$ cat src/frce_pkg.sv
// Shared types and constants for the fuel rate and cut estimator.
package frce_pkg;

    localparam logic [21:0] RATE_MAX = 22'h3FFFFF;
    localparam logic [15:0] ECON_MAX = 16'hFFFF;

    typedef enum logic [2:0] {
        SRC_NONE = 3'd0,
        SRC_OFF  = 3'd1,
        SRC_ECU  = 3'd2,
        SRC_CUT  = 3'd3,
        SRC_AIR  = 3'd4
    } src_t;

    typedef enum logic [2:0] {
        REG_ENTER_RPM = 3'd0,
        REG_EXIT_RPM  = 3'd1,
        REG_CONFIRM   = 3'd2,
        REG_AIR_LIMIT = 3'd3,
        REG_MIXTURE   = 3'd4,
        REG_DENSITY   = 3'd5
    } reg_idx_t;

    // Restoring divider request, numerator and divisor both up to 48 bits.
    typedef struct packed {
        logic        start;
        logic [47:0] num;
        logic [47:0] den;
    } div_req_t;

    typedef struct packed {
        logic        done;
        logic [47:0] quo;
        logic [47:0] rem;
    } div_rsp_t;

endpackage

$ cat src/frce_divider.sv
// Bit-serial restoring divider: one quotient bit per cycle.
module frce_divider (
    input  logic               aclk,
    input  logic               aresetn,
    input  frce_pkg::div_req_t req,
    output frce_pkg::div_rsp_t rsp
);
    logic [47:0] quo_reg, quo_next;
    logic [48:0] rem_reg, rem_next;
    logic [47:0] den_reg;
    logic [5:0]  cnt_reg, cnt_next;
    logic        busy_reg, busy_next;
    logic        done_reg, done_next;
    logic [48:0] trial;

    always_comb begin
        quo_next  = quo_reg;
        rem_next  = rem_reg;
        cnt_next  = cnt_reg;
        busy_next = busy_reg;
        done_next = 1'b0;
        trial     = {rem_reg[47:0], quo_reg[47]} - {1'b0, den_reg};
        if (req.start) begin
            quo_next  = req.num;
            rem_next  = '0;
            cnt_next  = 6'd0;
            busy_next = 1'b1;
        end else if (busy_reg) begin
            if (!trial[48]) begin
                rem_next = trial;
                quo_next = {quo_reg[46:0], 1'b1};
            end else begin
                rem_next = {rem_reg[47:0], quo_reg[47]};
                quo_next = {quo_reg[46:0], 1'b0};
            end
            cnt_next = cnt_reg + 6'd1;
            if (cnt_reg == 6'd47) begin
                busy_next = 1'b0;
                done_next = 1'b1;
            end
        end
    end

    always_ff @(posedge aclk) begin
        if (!aresetn) begin
            busy_reg <= 1'b0;
            done_reg <= 1'b0;
            cnt_reg  <= '0;
        end else begin
            busy_reg <= busy_next;
            done_reg <= done_next;
            cnt_reg  <= cnt_next;
        end
        quo_reg <= quo_next;
        rem_reg <= rem_next;
        if (req.start) den_reg <= req.den;
    end

    assign rsp.done = done_reg;
    assign rsp.quo  = quo_reg;
    assign rsp.rem  = rem_reg[47:0];

endmodule

$ cat src/fuel_rate_and_cut_estimator_unit.sv
// Top level of the fuel rate and fuel-cut estimator.
//
// Usage:
//  s_* : one engine sample per word (valid/ready). m_* : one result word per
//  sample. cfg_* : register writes (index, data), taken whenever offered;
//  write only while the block is idle.
//  A sample is decoded and the fuel-cut state updated in the cycle after
//  acceptance. The block then runs up to four divisions in turn on one
//  bit-serial divider: airflow rate, instant economy, fuel volume and
//  distance. ECU rate, fuel cut and a zero divisor skip the rate division;
//  invalid, engine-off and no-airflow samples skip all four. The result
//  word is loaded after the last division, or after decode if none ran.
//  One sample is in flight at a time; s_ready rises the cycle after the
//  result is loaded.
//  A stalled receiver holds the word in the output register; the next sample
//  is still taken, but its result is only loaded after the old word is taken.
//  Reset (aresetn low, synchronous) restores register defaults, clears the
//  cut flag, confirm timer and both remainders, and empties the output.
module fuel_rate_and_cut_estimator_unit (
    input  logic        aclk,
    input  logic        aresetn,
    input  logic        cfg_valid,
    output logic        cfg_ready,
    input  logic [2:0]  cfg_index,
    input  logic [15:0] cfg_data,
    input  logic        s_valid,
    output logic        s_ready,
    input  logic [11:0] s_elapsed_ms,
    input  logic [3:0]  s_valid_mask,
    input  logic [13:0] s_engine_speed,
    input  logic [7:0]  s_vehicle_speed,
    input  logic signed [7:0] s_throttle_pct,
    input  logic signed [7:0] s_engine_load_pct,
    input  logic [7:0]  s_fuel_system_status,
    input  logic [15:0] s_airflow_x100,
    input  logic [15:0] s_mixture_ratio_x100,
    input  logic [21:0] s_ecu_fuel_rate,
    output logic        m_valid,
    input  logic        m_ready,
    output logic        m_estimate_valid,
    output logic        m_integrate_flag,
    output logic [2:0]  m_rate_source,
    output logic        m_low_speed_mode,
    output logic [21:0] m_fuel_rate_mlph,
    output logic [15:0] m_instant_economy_x100,
    output logic [21:0] m_fuel_microlitres,
    output logic [17:0] m_distance_millimetres,
    output logic [10:0] m_interval_ms
);
    typedef enum logic [8:0] {
        ST_IDLE  = 9'b000000001,
        ST_DEC   = 9'b000000010,
        ST_MUL   = 9'b000000100,
        ST_RATE  = 9'b000001000,
        ST_ECON  = 9'b000010000,
        ST_FUEL  = 9'b000100000,
        ST_DIST  = 9'b001000000,
        ST_OUT   = 9'b010000000,
        ST_WAIT  = 9'b100000000
    } state_t;

    state_t state_reg, state_next;

    // configuration
    logic [13:0] enter_rpm_reg, exit_rpm_reg;
    logic [15:0] confirm_reg, air_limit_reg;
    logic [11:0] mixture_reg;
    logic [9:0]  density_reg;

    // estimator state
    logic        cut_reg, cut_next;
    logic [15:0] timer_reg, timer_next;
    logic [11:0] fres_reg, fres_next;
    logic [4:0]  dres_reg, dres_next;

    // captured sample
    logic [11:0] dt_reg;
    logic [3:0]  mask_reg;
    logic [13:0] rpm_reg;
    logic [7:0]  spd_reg;
    logic signed [7:0] tps_reg, load_reg;
    logic [7:0]  status_reg;
    logic [15:0] maf_reg, afr_reg;
    logic [21:0] ecu_reg;

    // working values
    logic [21:0] rate_reg, rate_next;
    logic [15:0] econ_reg, econ_next;
    logic [21:0] fuel_reg, fuel_next;
    logic [17:0] dmm_reg, dmm_next;
    logic [2:0]  src_reg, src_next;
    logic        est_reg, est_next, integ_reg, integ_next;
    logic [21:0] div_den_reg, div_den_next;   // ratio * density
    logic [37:0] maf_mul_reg, maf_mul_next;   // maf * 3600000

    // output register
    logic        ov_reg;
    logic        o_est_reg, o_int_reg, o_low_reg;
    logic [2:0]  o_src_reg;
    logic [21:0] o_rate_reg, o_fuel_reg;
    logic [15:0] o_econ_reg;
    logic [17:0] o_dist_reg;
    logic [10:0] o_ivl_reg;

    frce_pkg::div_req_t dreq;
    frce_pkg::div_rsp_t drsp;

    frce_divider u_div (.aclk(aclk), .aresetn(aresetn), .req(dreq), .rsp(drsp));

    assign cfg_ready = 1'b1;
    assign s_ready   = (state_reg == ST_IDLE);

    // decode helpers
    logic bad, thr_closed, load_idle, load5, air_low, status4;
    logic [29:0] air_lhs, air_rhs;
    logic [15:0] timer_sum;
    logic [16:0] timer_add;
    logic [11:0] ratio;

    always_comb begin
        bad        = (dt_reg == 12'd0) || (dt_reg > 12'd2000) || !mask_reg[0] || !mask_reg[1];
        thr_closed = !tps_reg[7] && (tps_reg <= (cut_reg ? 8'sd18 : 8'sd16));
        load_idle  = !load_reg[7] && (load_reg <= 8'sd3);
        load5      = !load_reg[7] && (load_reg <= 8'sd5);
        status4    = status_reg == 8'd4;
        air_lhs    = 30'(maf_reg) * 30'd1000;
        air_rhs    = 30'(rpm_reg) * 30'(air_limit_reg);
        air_low    = mask_reg[2] && (rpm_reg != 14'd0) && (air_lhs <= air_rhs);
        timer_add  = {1'b0, timer_reg} + {5'd0, dt_reg};
        timer_sum  = timer_add[16] ? 16'hFFFF : timer_add[15:0];
        ratio      = (afr_reg >= 16'd800 && afr_reg <= 16'd2200) ? afr_reg[11:0] : mixture_reg;
    end

    always_comb begin
        state_next   = state_reg;
        cut_next     = cut_reg;
        timer_next   = timer_reg;
        fres_next    = fres_reg;
        dres_next    = dres_reg;
        rate_next    = rate_reg;
        econ_next    = econ_reg;
        fuel_next    = fuel_reg;
        dmm_next     = dmm_reg;
        src_next     = src_reg;
        est_next     = est_reg;
        integ_next   = integ_reg;
        div_den_next = div_den_reg;
        maf_mul_next = maf_mul_reg;
        dreq.start   = 1'b0;
        dreq.num     = '0;
        dreq.den     = '0;
        unique case (state_reg)
            ST_IDLE: begin
                if (s_valid) state_next = ST_DEC;
            end
            ST_DEC: begin
                rate_next  = '0;
                econ_next  = '0;
                fuel_next  = '0;
                dmm_next   = '0;
                src_next   = frce_pkg::SRC_NONE;
                est_next   = 1'b0;
                integ_next = 1'b0;
                state_next = ST_OUT;
                if (bad || rpm_reg == 14'd0) begin
                    cut_next   = 1'b0;
                    timer_next = '0;
                    if (!bad) begin
                        est_next = 1'b1;
                        src_next = frce_pkg::SRC_OFF;
                    end
                end else if (mask_reg[3]) begin
                    cut_next   = 1'b0;
                    timer_next = '0;
                    rate_next  = ecu_reg;
                    src_next   = frce_pkg::SRC_ECU;
                    est_next   = 1'b1;
                    integ_next = 1'b1;
                    state_next = ST_ECON;
                end else begin
                    if (cut_reg) begin
                        if (!(rpm_reg > exit_rpm_reg && spd_reg >= 8'd3) || !thr_closed ||
                            !((status4 && (air_low || load_idle)) || (load_idle && air_low) ||
                              (status_reg == 8'd0 && air_low && load5))) begin
                            cut_next   = 1'b0;
                            timer_next = '0;
                        end
                    end else if (!(rpm_reg >= enter_rpm_reg && spd_reg >= 8'd5) ||
                                 !((status4 && thr_closed && (air_low || load_idle)) ||
                                   (thr_closed && load_idle && air_low))) begin
                        timer_next = '0;
                    end else if (status4 && thr_closed && (air_low || load_idle)) begin
                        cut_next   = 1'b1;
                        timer_next = '0;
                    end else if (timer_sum >= confirm_reg) begin
                        cut_next   = 1'b1;
                        timer_next = '0;
                    end else begin
                        timer_next = timer_sum;
                    end
                    if (cut_next) begin
                        src_next   = frce_pkg::SRC_CUT;
                        est_next   = 1'b1;
                        integ_next = 1'b1;
                        state_next = ST_ECON;
                    end else if (mask_reg[2] && maf_reg != 16'd0) begin
                        src_next   = frce_pkg::SRC_AIR;
                        est_next   = 1'b1;
                        integ_next = 1'b1;
                        state_next = ST_MUL;
                    end
                end
            end
            ST_MUL: begin
                // two narrow multiplies, each into its own register
                div_den_next = 22'(ratio) * 22'(density_reg);
                maf_mul_next = 38'(maf_reg) * 38'd3600000;
                if (ratio == 12'd0 || density_reg == 10'd0) begin
                    rate_next  = frce_pkg::RATE_MAX;
                    state_next = ST_ECON;
                end else begin
                    state_next = ST_RATE;
                end
            end
            ST_RATE: begin
                if (drsp.done) begin
                    rate_next  = (drsp.quo > 48'(frce_pkg::RATE_MAX)) ? frce_pkg::RATE_MAX
                                                                    : drsp.quo[21:0];
                    state_next = ST_ECON;
                end
            end
            ST_ECON: begin
                if (drsp.done) begin
                    econ_next  = (drsp.quo > 48'(frce_pkg::ECON_MAX)) ? frce_pkg::ECON_MAX
                                                                    : drsp.quo[15:0];
                    state_next = ST_FUEL;
                end
            end
            ST_FUEL: begin
                if (drsp.done) begin
                    fuel_next  = drsp.quo[21:0];
                    fres_next  = drsp.rem[11:0];
                    state_next = ST_DIST;
                end
            end
            ST_DIST: begin
                if (drsp.done) begin
                    dmm_next   = drsp.quo[17:0];
                    dres_next  = drsp.rem[4:0];
                    state_next = ST_OUT;
                end
            end
            ST_OUT: begin
                if (!ov_reg || m_ready) state_next = ST_IDLE;
            end
            ST_WAIT: state_next = ST_IDLE;
            default: state_next = ST_IDLE;
        endcase

        // divider launches on entry to each division state
        if (state_reg != ST_RATE && state_next == ST_RATE) begin
            dreq.start = 1'b1;
            dreq.num   = 48'(maf_mul_next);
            dreq.den   = 48'(div_den_next);
        end else if (state_reg != ST_ECON && state_next == ST_ECON) begin
            dreq.start = 1'b1;
            if (spd_reg < 8'd3) begin
                dreq.num = 48'(rate_next);
                dreq.den = 48'd10;
            end else begin
                dreq.num = 48'(26'(rate_next) * 26'd10);
                dreq.den = 48'(spd_reg);
            end
        end else if (state_reg != ST_FUEL && state_next == ST_FUEL) begin
            dreq.start = 1'b1;
            dreq.num   = 48'(34'(rate_reg) * 34'(dt_reg)) + 48'(fres_reg);
            dreq.den   = 48'd3600;
        end else if (state_reg != ST_DIST && state_next == ST_DIST) begin
            dreq.start = 1'b1;
            dreq.num   = 48'(23'(spd_reg) * 23'(dt_reg) * 23'd5) + 48'(dres_reg);
            dreq.den   = 48'd18;
        end
    end

    always_ff @(posedge aclk) begin
        if (!aresetn) begin
            state_reg     <= ST_IDLE;
            enter_rpm_reg <= 14'd1050;
            exit_rpm_reg  <= 14'd950;
            confirm_reg   <= 16'd400;
            air_limit_reg <= 16'd500;
            mixture_reg   <= 12'd1470;
            density_reg   <= 10'd745;
            cut_reg       <= 1'b0;
            timer_reg     <= '0;
            fres_reg      <= '0;
            dres_reg      <= '0;
            ov_reg        <= 1'b0;
        end else begin
            state_reg <= state_next;
            cut_reg   <= cut_next;
            timer_reg <= timer_next;
            fres_reg  <= fres_next;
            dres_reg  <= dres_next;
            if (cfg_valid) begin
                unique case (cfg_index)
                    frce_pkg::REG_ENTER_RPM: enter_rpm_reg <= cfg_data[13:0];
                    frce_pkg::REG_EXIT_RPM:  exit_rpm_reg  <= cfg_data[13:0];
                    frce_pkg::REG_CONFIRM:   confirm_reg   <= cfg_data;
                    frce_pkg::REG_AIR_LIMIT: air_limit_reg <= cfg_data;
                    frce_pkg::REG_MIXTURE:   mixture_reg   <= cfg_data[11:0];
                    frce_pkg::REG_DENSITY:   density_reg   <= cfg_data[9:0];
                    default: ;
                endcase
            end
            if (state_reg == ST_OUT && (!ov_reg || m_ready)) ov_reg <= 1'b1;
            else if (m_ready) ov_reg <= 1'b0;
        end
        if (state_reg == ST_IDLE && s_valid) begin
            dt_reg     <= s_elapsed_ms;
            mask_reg   <= s_valid_mask;
            rpm_reg    <= s_engine_speed;
            spd_reg    <= s_vehicle_speed;
            tps_reg    <= s_throttle_pct;
            load_reg   <= s_engine_load_pct;
            status_reg <= s_fuel_system_status;
            maf_reg    <= s_airflow_x100;
            afr_reg    <= s_mixture_ratio_x100;
            ecu_reg    <= s_ecu_fuel_rate;
        end
        rate_reg    <= rate_next;
        econ_reg    <= econ_next;
        fuel_reg    <= fuel_next;
        dmm_reg     <= dmm_next;
        src_reg     <= src_next;
        est_reg     <= est_next;
        integ_reg   <= integ_next;
        div_den_reg <= div_den_next;
        maf_mul_reg <= maf_mul_next;
        if (state_reg == ST_OUT && (!ov_reg || m_ready)) begin
            o_est_reg  <= est_reg;
            o_int_reg  <= integ_reg;
            o_src_reg  <= src_reg;
            o_low_reg  <= !bad && (spd_reg < 8'd3);
            o_rate_reg <= rate_reg;
            o_econ_reg <= econ_reg;
            o_fuel_reg <= fuel_reg;
            o_dist_reg <= dmm_reg;
            o_ivl_reg  <= integ_reg ? dt_reg[10:0] : 11'd0;
        end
    end

    assign m_valid                = ov_reg;
    assign m_estimate_valid       = o_est_reg;
    assign m_integrate_flag       = o_int_reg;
    assign m_rate_source          = o_src_reg;
    assign m_low_speed_mode       = o_low_reg;
    assign m_fuel_rate_mlph       = o_rate_reg;
    assign m_instant_economy_x100 = o_econ_reg;
    assign m_fuel_microlitres     = o_fuel_reg;
    assign m_distance_millimetres = o_dist_reg;
    assign m_interval_ms          = o_ivl_reg;

endmodule
$ cat config.mk
export PLATFORM = sky130hd
export DESIGN_NAME = fuel_rate_and_cut_estimator_unit
export DESIGN_NICKNAME = d
export VERILOG_FILES = /design/src/frce_pkg.sv /design/src/frce_divider.sv /design/src/fuel_rate_and_cut_estimator_unit.sv
export SDC_FILE = /design/constraint.sdc
export NUM_CORES = 2
export LEC_CHECK = 0
export BUFFER_PORTS_ARGS = -buffer_cell sky130_fd_sc_hd__clkbuf_2
export CORE_MARGIN = 2
export CORE_UTILIZATION = 25
export DETAILED_ROUTE_END_ITERATION = 16
export PLACE_DENSITY = 0.46
export SETUP_SLACK_MARGIN = 0.5
export SLEW_MARGIN = 30
export SYNTH_ARGS = -nofsm -noshare
export SYNTH_HDL_FRONTEND = slang
export SYNTH_SLANG_ARGS = --single-unit
$ cat constraint.sdc
create_clock -name aclk -period 11.67 [get_ports aclk]
set_clock_uncertainty 0.15 [all_clocks]
set_input_delay 2.334 -clock aclk [delete_from_list [all_inputs] [get_ports aclk]]
set_output_delay 2.334 -clock aclk [all_outputs]
set_load 0.005 [all_outputs]
# Word-level counts from Yosys, hierarchy flattened
# Index checks and enable logic that the tools add are counted.
# W data, S select, Z words.
# word_totals
register_bits	632
latch_bits	0
mem_bits_rw	0
mem_bits_ro	0
in_bits	140
out_inout_bits	98
memories	0
# classes
n_addsub	5
n_mul	8
n_div	0
n_lt_le_gt_ge	15
eq_ne	27
shifts	0
muxes	72
bitwise	2
reduce_logical	75
# op_table
op	count
$mux W97	4
$mux W16	10
$mux W22	7
$mux W48	3
$mux W74	1
$pmux W9 S8	1
$pmux W22 S3	1
$mux W9	6
$sub A49 B48 Y49	1
$gt A48 B16 Y1 const B	1
$gt A48 B22 Y1 const B	1
$pmux W22 S2	1
$mux W38	1
$pmux W18 S2	1
$add A34 B12 Y35	1
$mul A22 B12 Y34	1
$mux W8	4
$pmux W16 S2	1
$mul A16 B15 Y31 const B	1
$le A26 B30 Y1	1
$mul A14 B16 Y30	1
$mul A22 B3 Y25 const B	1
$add A23 B5 Y24	1
$logic_and A1 B1 Y1	24
57 further kinds	129

# Logic depth before layout (Yosys ltp)
# depth
ltp_word	25
mapped_depth	38
ltp_nobuf	34

# By module
# From an unflattened synthesis, not the netlist that was laid out.
# unflattened
cells_unflattened	6347
hier_area_um2	60977.2
# by_module_without_submodules
module	instances	cells_each	area_per_inst_um2	seq_area_each_um2
fuel_rate_and_cut_estimator_unit	1	5464	52074.9	11861.4
frce_divider	1	883	8902.3	4003.8

# Least setup slack after synthesis
# OpenSTA, ideal clock, no wires.
# synth_path
kind	input -> register
from	input s_valid
to	register afr_reg[0] (enable)
arrival_time_ps	10129
required_ps	10790
path_slack_ps	662
path_stages	2
cell_sequence	inv_1 > nor3_1
# synth_between
elab_chain_len	1
# synth_rtl
item	line	rtl
start, declared	fuel_rate_and_cut_estimator_unit.sv:26	input logic s_valid,
$logic_and A1 B1 Y1	fuel_rate_and_cut_estimator_unit.sv:319	if (state_reg == ST_IDLE && s_valid) begin
end signal, assigned	fuel_rate_and_cut_estimator_unit.sv:328	afr_reg <= s_mixture_ratio_x100;
end, declared	fuel_rate_and_cut_estimator_unit.sv:83	logic [15:0] maf_reg, afr_reg;
# No other way between the ends.
# A chain may end at the register's enable or synchronous reset.

# Final worst setup path
# layout_path
from	register rpm_reg[4]
to	register u_div.quo_reg[47] (enable)
# layout_between
elab_chain_len	25
word_cells_on_any_way	52
cone_classes	1 x mul; 3 x order compare; 4 x eq/ne; 15 x mux; 29 x reduce/logical
# layout_rtl
item	line	rtl
start, declared	fuel_rate_and_cut_estimator_unit.sv:79	logic [13:0] rpm_reg;
start signal, assigned	fuel_rate_and_cut_estimator_unit.sv:322	rpm_reg <= s_engine_speed;
$mul A14 B16 Y30 or $reduce_bool A14 Y1 (tied branches)	fuel_rate_and_cut_estimator_unit.sv:127, fuel_rate_and_cut_estimator_unit.sv:128	
$le A26 B30 Y1 or $logic_and A1 B1 Y1 (tied branches)	fuel_rate_and_cut_estimator_unit.sv:128	air_low = mask_reg[2] && (rpm_reg != 14'd0) && (air_lhs <= air_rhs);
$logic_and A1 B1 Y1	fuel_rate_and_cut_estimator_unit.sv:128	
$logic_or A1 B1 Y1	fuel_rate_and_cut_estimator_unit.sv:183, fuel_rate_and_cut_estimator_unit.sv:189, fuel_rate_and_cut_estimator_unit.sv:192	
$logic_and A1 B1 Y1	fuel_rate_and_cut_estimator_unit.sv:183	!((status4 && (air_low || load_idle)) || (load_idle && air_low) ||
$logic_or A1 B1 Y1 (2 in a row)	fuel_rate_and_cut_estimator_unit.sv:183	
$logic_not A1 Y1	fuel_rate_and_cut_estimator_unit.sv:183	
$logic_or A1 B1 Y1	fuel_rate_and_cut_estimator_unit.sv:182	if (!(rpm_reg > exit_rpm_reg && spd_reg >= 8'd3) || !thr_closed ||
[8 not listed]	n/a	
$pmux W9 S8 (*)	fuel_rate_and_cut_estimator_unit.sv:152	unique case (state_reg)
$eq A9 B7 Y1	fuel_rate_and_cut_estimator_unit.sv:278	end else if (state_reg != ST_DIST && state_next == ST_DIST) begin
$logic_and A1 B1 Y1	fuel_rate_and_cut_estimator_unit.sv:278	
$mux W97	fuel_rate_and_cut_estimator_unit.sv:278	
$mux W97	fuel_rate_and_cut_estimator_unit.sv:274	end else if (state_reg != ST_FUEL && state_next == ST_FUEL) begin
$mux W97	fuel_rate_and_cut_estimator_unit.sv:265	end else if (state_reg != ST_ECON && state_next == ST_ECON) begin
$mux W97 (*)	fuel_rate_and_cut_estimator_unit.sv:261	if (state_reg != ST_RATE && state_next == ST_RATE) begin
$reduce_bool A2 Y1 (no source line) (*)	n/a	
end signal, assigned	frce_divider.sv:54	quo_reg <= quo_next;
end, declared	frce_divider.sv:8	logic [47:0] quo_reg, quo_next;
# Every way passes the cells marked *; elsewhere a longest branch is shown, timed or not. The select of a mux whose other input is x is not followed.

==> flow_summary.json <==
{
  "outcome": "completed",
  "routed_wirelength_um": 178000,
  "powerDensity_mw_per_mm2": 191,
  "place_area_mm2": 0.0629,
  "synth_cell_types": 98,
  "drc": 0,
  "root_buffer": "clkbuf_16",
  "relSlewSlack": 0.312,
  "synthFlopType": "edfxtp_1",
  "antenna_found_initial": 12,
  "cts.sinks": 574,
  "hold_path_class": "flop to flop",
  "crit_path_max_fanout": 48,
  "cts_buffer_depth": 3,
  "fin_crit_ns": 10.45,
  "initial_core_util": 0.251,
  "synth_warnings": 0,
  "avgSynthCellArea_um2": 9.63,
  "die_y_um": 487,
  "cts_tree": "yes",
  "worstPathRequired_ns": 11.87,
  "viasPerCell": 4.63,
  "rsz0062_at_grt": "no",
  "place_hpwl_um": 140000,
  "die_area_mm2": 0.237,
  "portBuffers": 235,
  "place_congestion": 0.879,
  "dr.first_iter.drc_count": 2578,
  "final_cells": 9312,
  "start_kind": "flop",
  "cp_common_cell": "fa_1",
  "htree_levels": 3,
  "grt_pass1_wl_um": 274000,
  "dp_cells": 9168,
  "placementRows": 177,
  "setup_viol": 0,
  "io_pins": 238,
  "synth-edff-count": 341,
  "clk_latency_ns": 0.71,
  "post-place-ws_ns": 1.14,
  "cts_buffers": 71,
  "fin_nets": 7665,
  "tightest_slew_ns": 1.03,
  "dr.pass1.iters": 5,
  "clk_pin_slew_ns": 0.06,
  "grt_pass1_vias": 43900,
  "report.final.slew_viol_count": 0,
  "setup.worst_path.class": "flop to flop",
  "slowest_stage": "edfxtp_1",
  "syn_nets": 7511,
  "syn2layout_area_growth_pct": 12.5,
  "drtAntennaViolNets": 0,
  "core_mm2": 0.232,
  "max_freq_mhz": 95.7,
  "fin_area_mm2": 0.0656,
  "fin_tns_setup_ns": 0,
  "hold_viol": 0,
  "track_usage": 0.150,
  "period_share": 0.895,
  "endpoint_kind": "flop",
  "cts_hold_buf": 0,
  "drv_cap": 0,
  "cellLeakagePower_nw": 29.7,
  "drt-wirelength-per-cell_um": 19.1,
  "cpPeakStageDelay_ns": 0.69,
  "syn_inst": 6052,
  "synth-async-reset-ratio": 0,
  "num_vias": 43100,
  "synth_seq_cells": 574,
  "syn-cell-area_mm2": 0.0583,
  "grt_max_degree": 87,
  "grt-ovfl-total": 0,
  "irDropWorstVdd_mv": 0.352,
  "worstPathArrival_ns": 10.65,
  "yosysSeqAreaShare": 0.256,
  "r2r_setup_slack_ns": 1.22,
  "die_x_um": 487,
  "setup_ws_ns": 1.22,
  "drive_gt1_frac": 0.0873
}
[per-stage QoR]
step	hold slack [ns]	utilization	total power, mW
2_1_floorplan	0.250	-	7.83
3_3_place_gp	0.252	0.271	10.1
3_5_place_dp	0.255	0.271	10.2
4_1_cts	0.269	0.282	12.7
5_1_grt	0.275	0.282	13.7
6_report	0.265	0.282	12.5
[final cells by class]
cell class	count	area, µm²
Antenna cell	4	10.0
Inverter	858	3220
Fill cell	24500	167000
Sequential cell	574	14900
Tap cell	3043	3810
Timing Repair Buffer	319	1850
Multi-Input combinational cell	4382	39300
Clock buffer	93	1910
Clock inverter	39	577
[cells in the mapped netlist (75+ instances only)]
library cell / instances / area [µm²]
a21boi_0: 80 / 601
a21oi_1: 209 / 1050
and2_1: 325 / 2030
clkbuf_1: 214 / 803
dfxtp_1: 233 / 4660
edfxtp_1: 341 / 10200
fa_1: 677 / 13600
ha_1: 642 / 8030
inv_1: 857 / 3220
nand2_1: 816 / 3060
nand3_1: 88 / 440
nor2_1: 311 / 1170
o21ai_0: 155 / 776
xnor2_1: 128 / 1120
xor2_1: 75 / 657
[cells in the final DEF (no fill, tap or decap), types with 33 or more instances in the layout]
cell	instances
inv_1	857
nand2_1	813
fa_1	677
ha_1	642
edfxtp_1	341
and2_1	325
nor2_1	307
clkbuf_2	234
dfxtp_1	232
a21oi_1	208
o21ai_0	155
xnor2_1	128
nand3_1	87
buf_4	82
a21boi_0	80
xor2_1	75
clkbuf_16	72
and3_1	63
nor3_1	60
o211ai_1	59
a21o_1	57
nor2b_1	40
a211oi_2	39
nand2b_1	36
a211oi_1	35
nor4_1	34
o21a_1	34
nand4_1	33
[routing by layer]
layer,vias up,global-route usage,share of wire
li1,20400,-,-
met1,21500,0.215,0.49
met2,962,0.235,0.44
met3,199,0.0231,0.049
met4,8,0.0356,0.023
met5,-,0,0.00027
[where the power goes]
| part | switching (mW) | internal (mW) |
|---|---|---|
| sequential | 0.0644 | 2.17 |
| combinational | 4.76 | 3.13 |
| clock | 0.981 | 1.40 |
| total | 5.81 | 6.70 |
[worst max-delay path, delay by kind of cell, from the launching register on]
family | cells | cell delay, ns
AO/OA/AOI/OAI | 6 | 1.21
buffers and inverters | 7 | 1.23
AND/OR/NAND/NOR | 12 | 2.99
XOR/XNOR | 1 | 0.13
adder cells (fa/ha/maj) | 8 | 3.62
flip-flops | 1 | 0.69
[cells by family after synthesis]
group | Yosys count | synth area share
muxes | 32 | 0.00580
AOI/OAI and AO/OA | 922 | 0.111
other | 2 | 0.000129
xor gates and xnor gates | 205 | 0.0313
adders and majority gates | 1319 | 0.370
DFF | 574 | 0.256
buffers and inverters | 1096 | 0.0720
and+or+nand+nor | 1902 | 0.154
[what timing repair did]
action	CTS	global route
buffers inserted	0	6
setup endpoints to repair	0	55
gates resized for setup	0	1
[path summary, 6_finish.rpt]
| check | cells after the start | to | from |
|---|---|---|---|
| setup reg to reg | 34 | u_div.quo_reg[47]$_SDFFCE_PP0P_ | rpm_reg[4]$_DFFE_PP_ |
| hold / removal | 0 | m_distance_millimetres[5]$_DFFE_PP_ | dmm_reg[5]$_SDFFCE_PN0P_ |
| setup / recovery | 34 | u_div.quo_reg[47]$_SDFFCE_PP0P_ | rpm_reg[4]$_DFFE_PP_ |
| hold reg to reg | 0 | m_distance_millimetres[5]$_DFFE_PP_ | dmm_reg[5]$_SDFFCE_PN0P_ |
(Power assumes the default switching activity.)
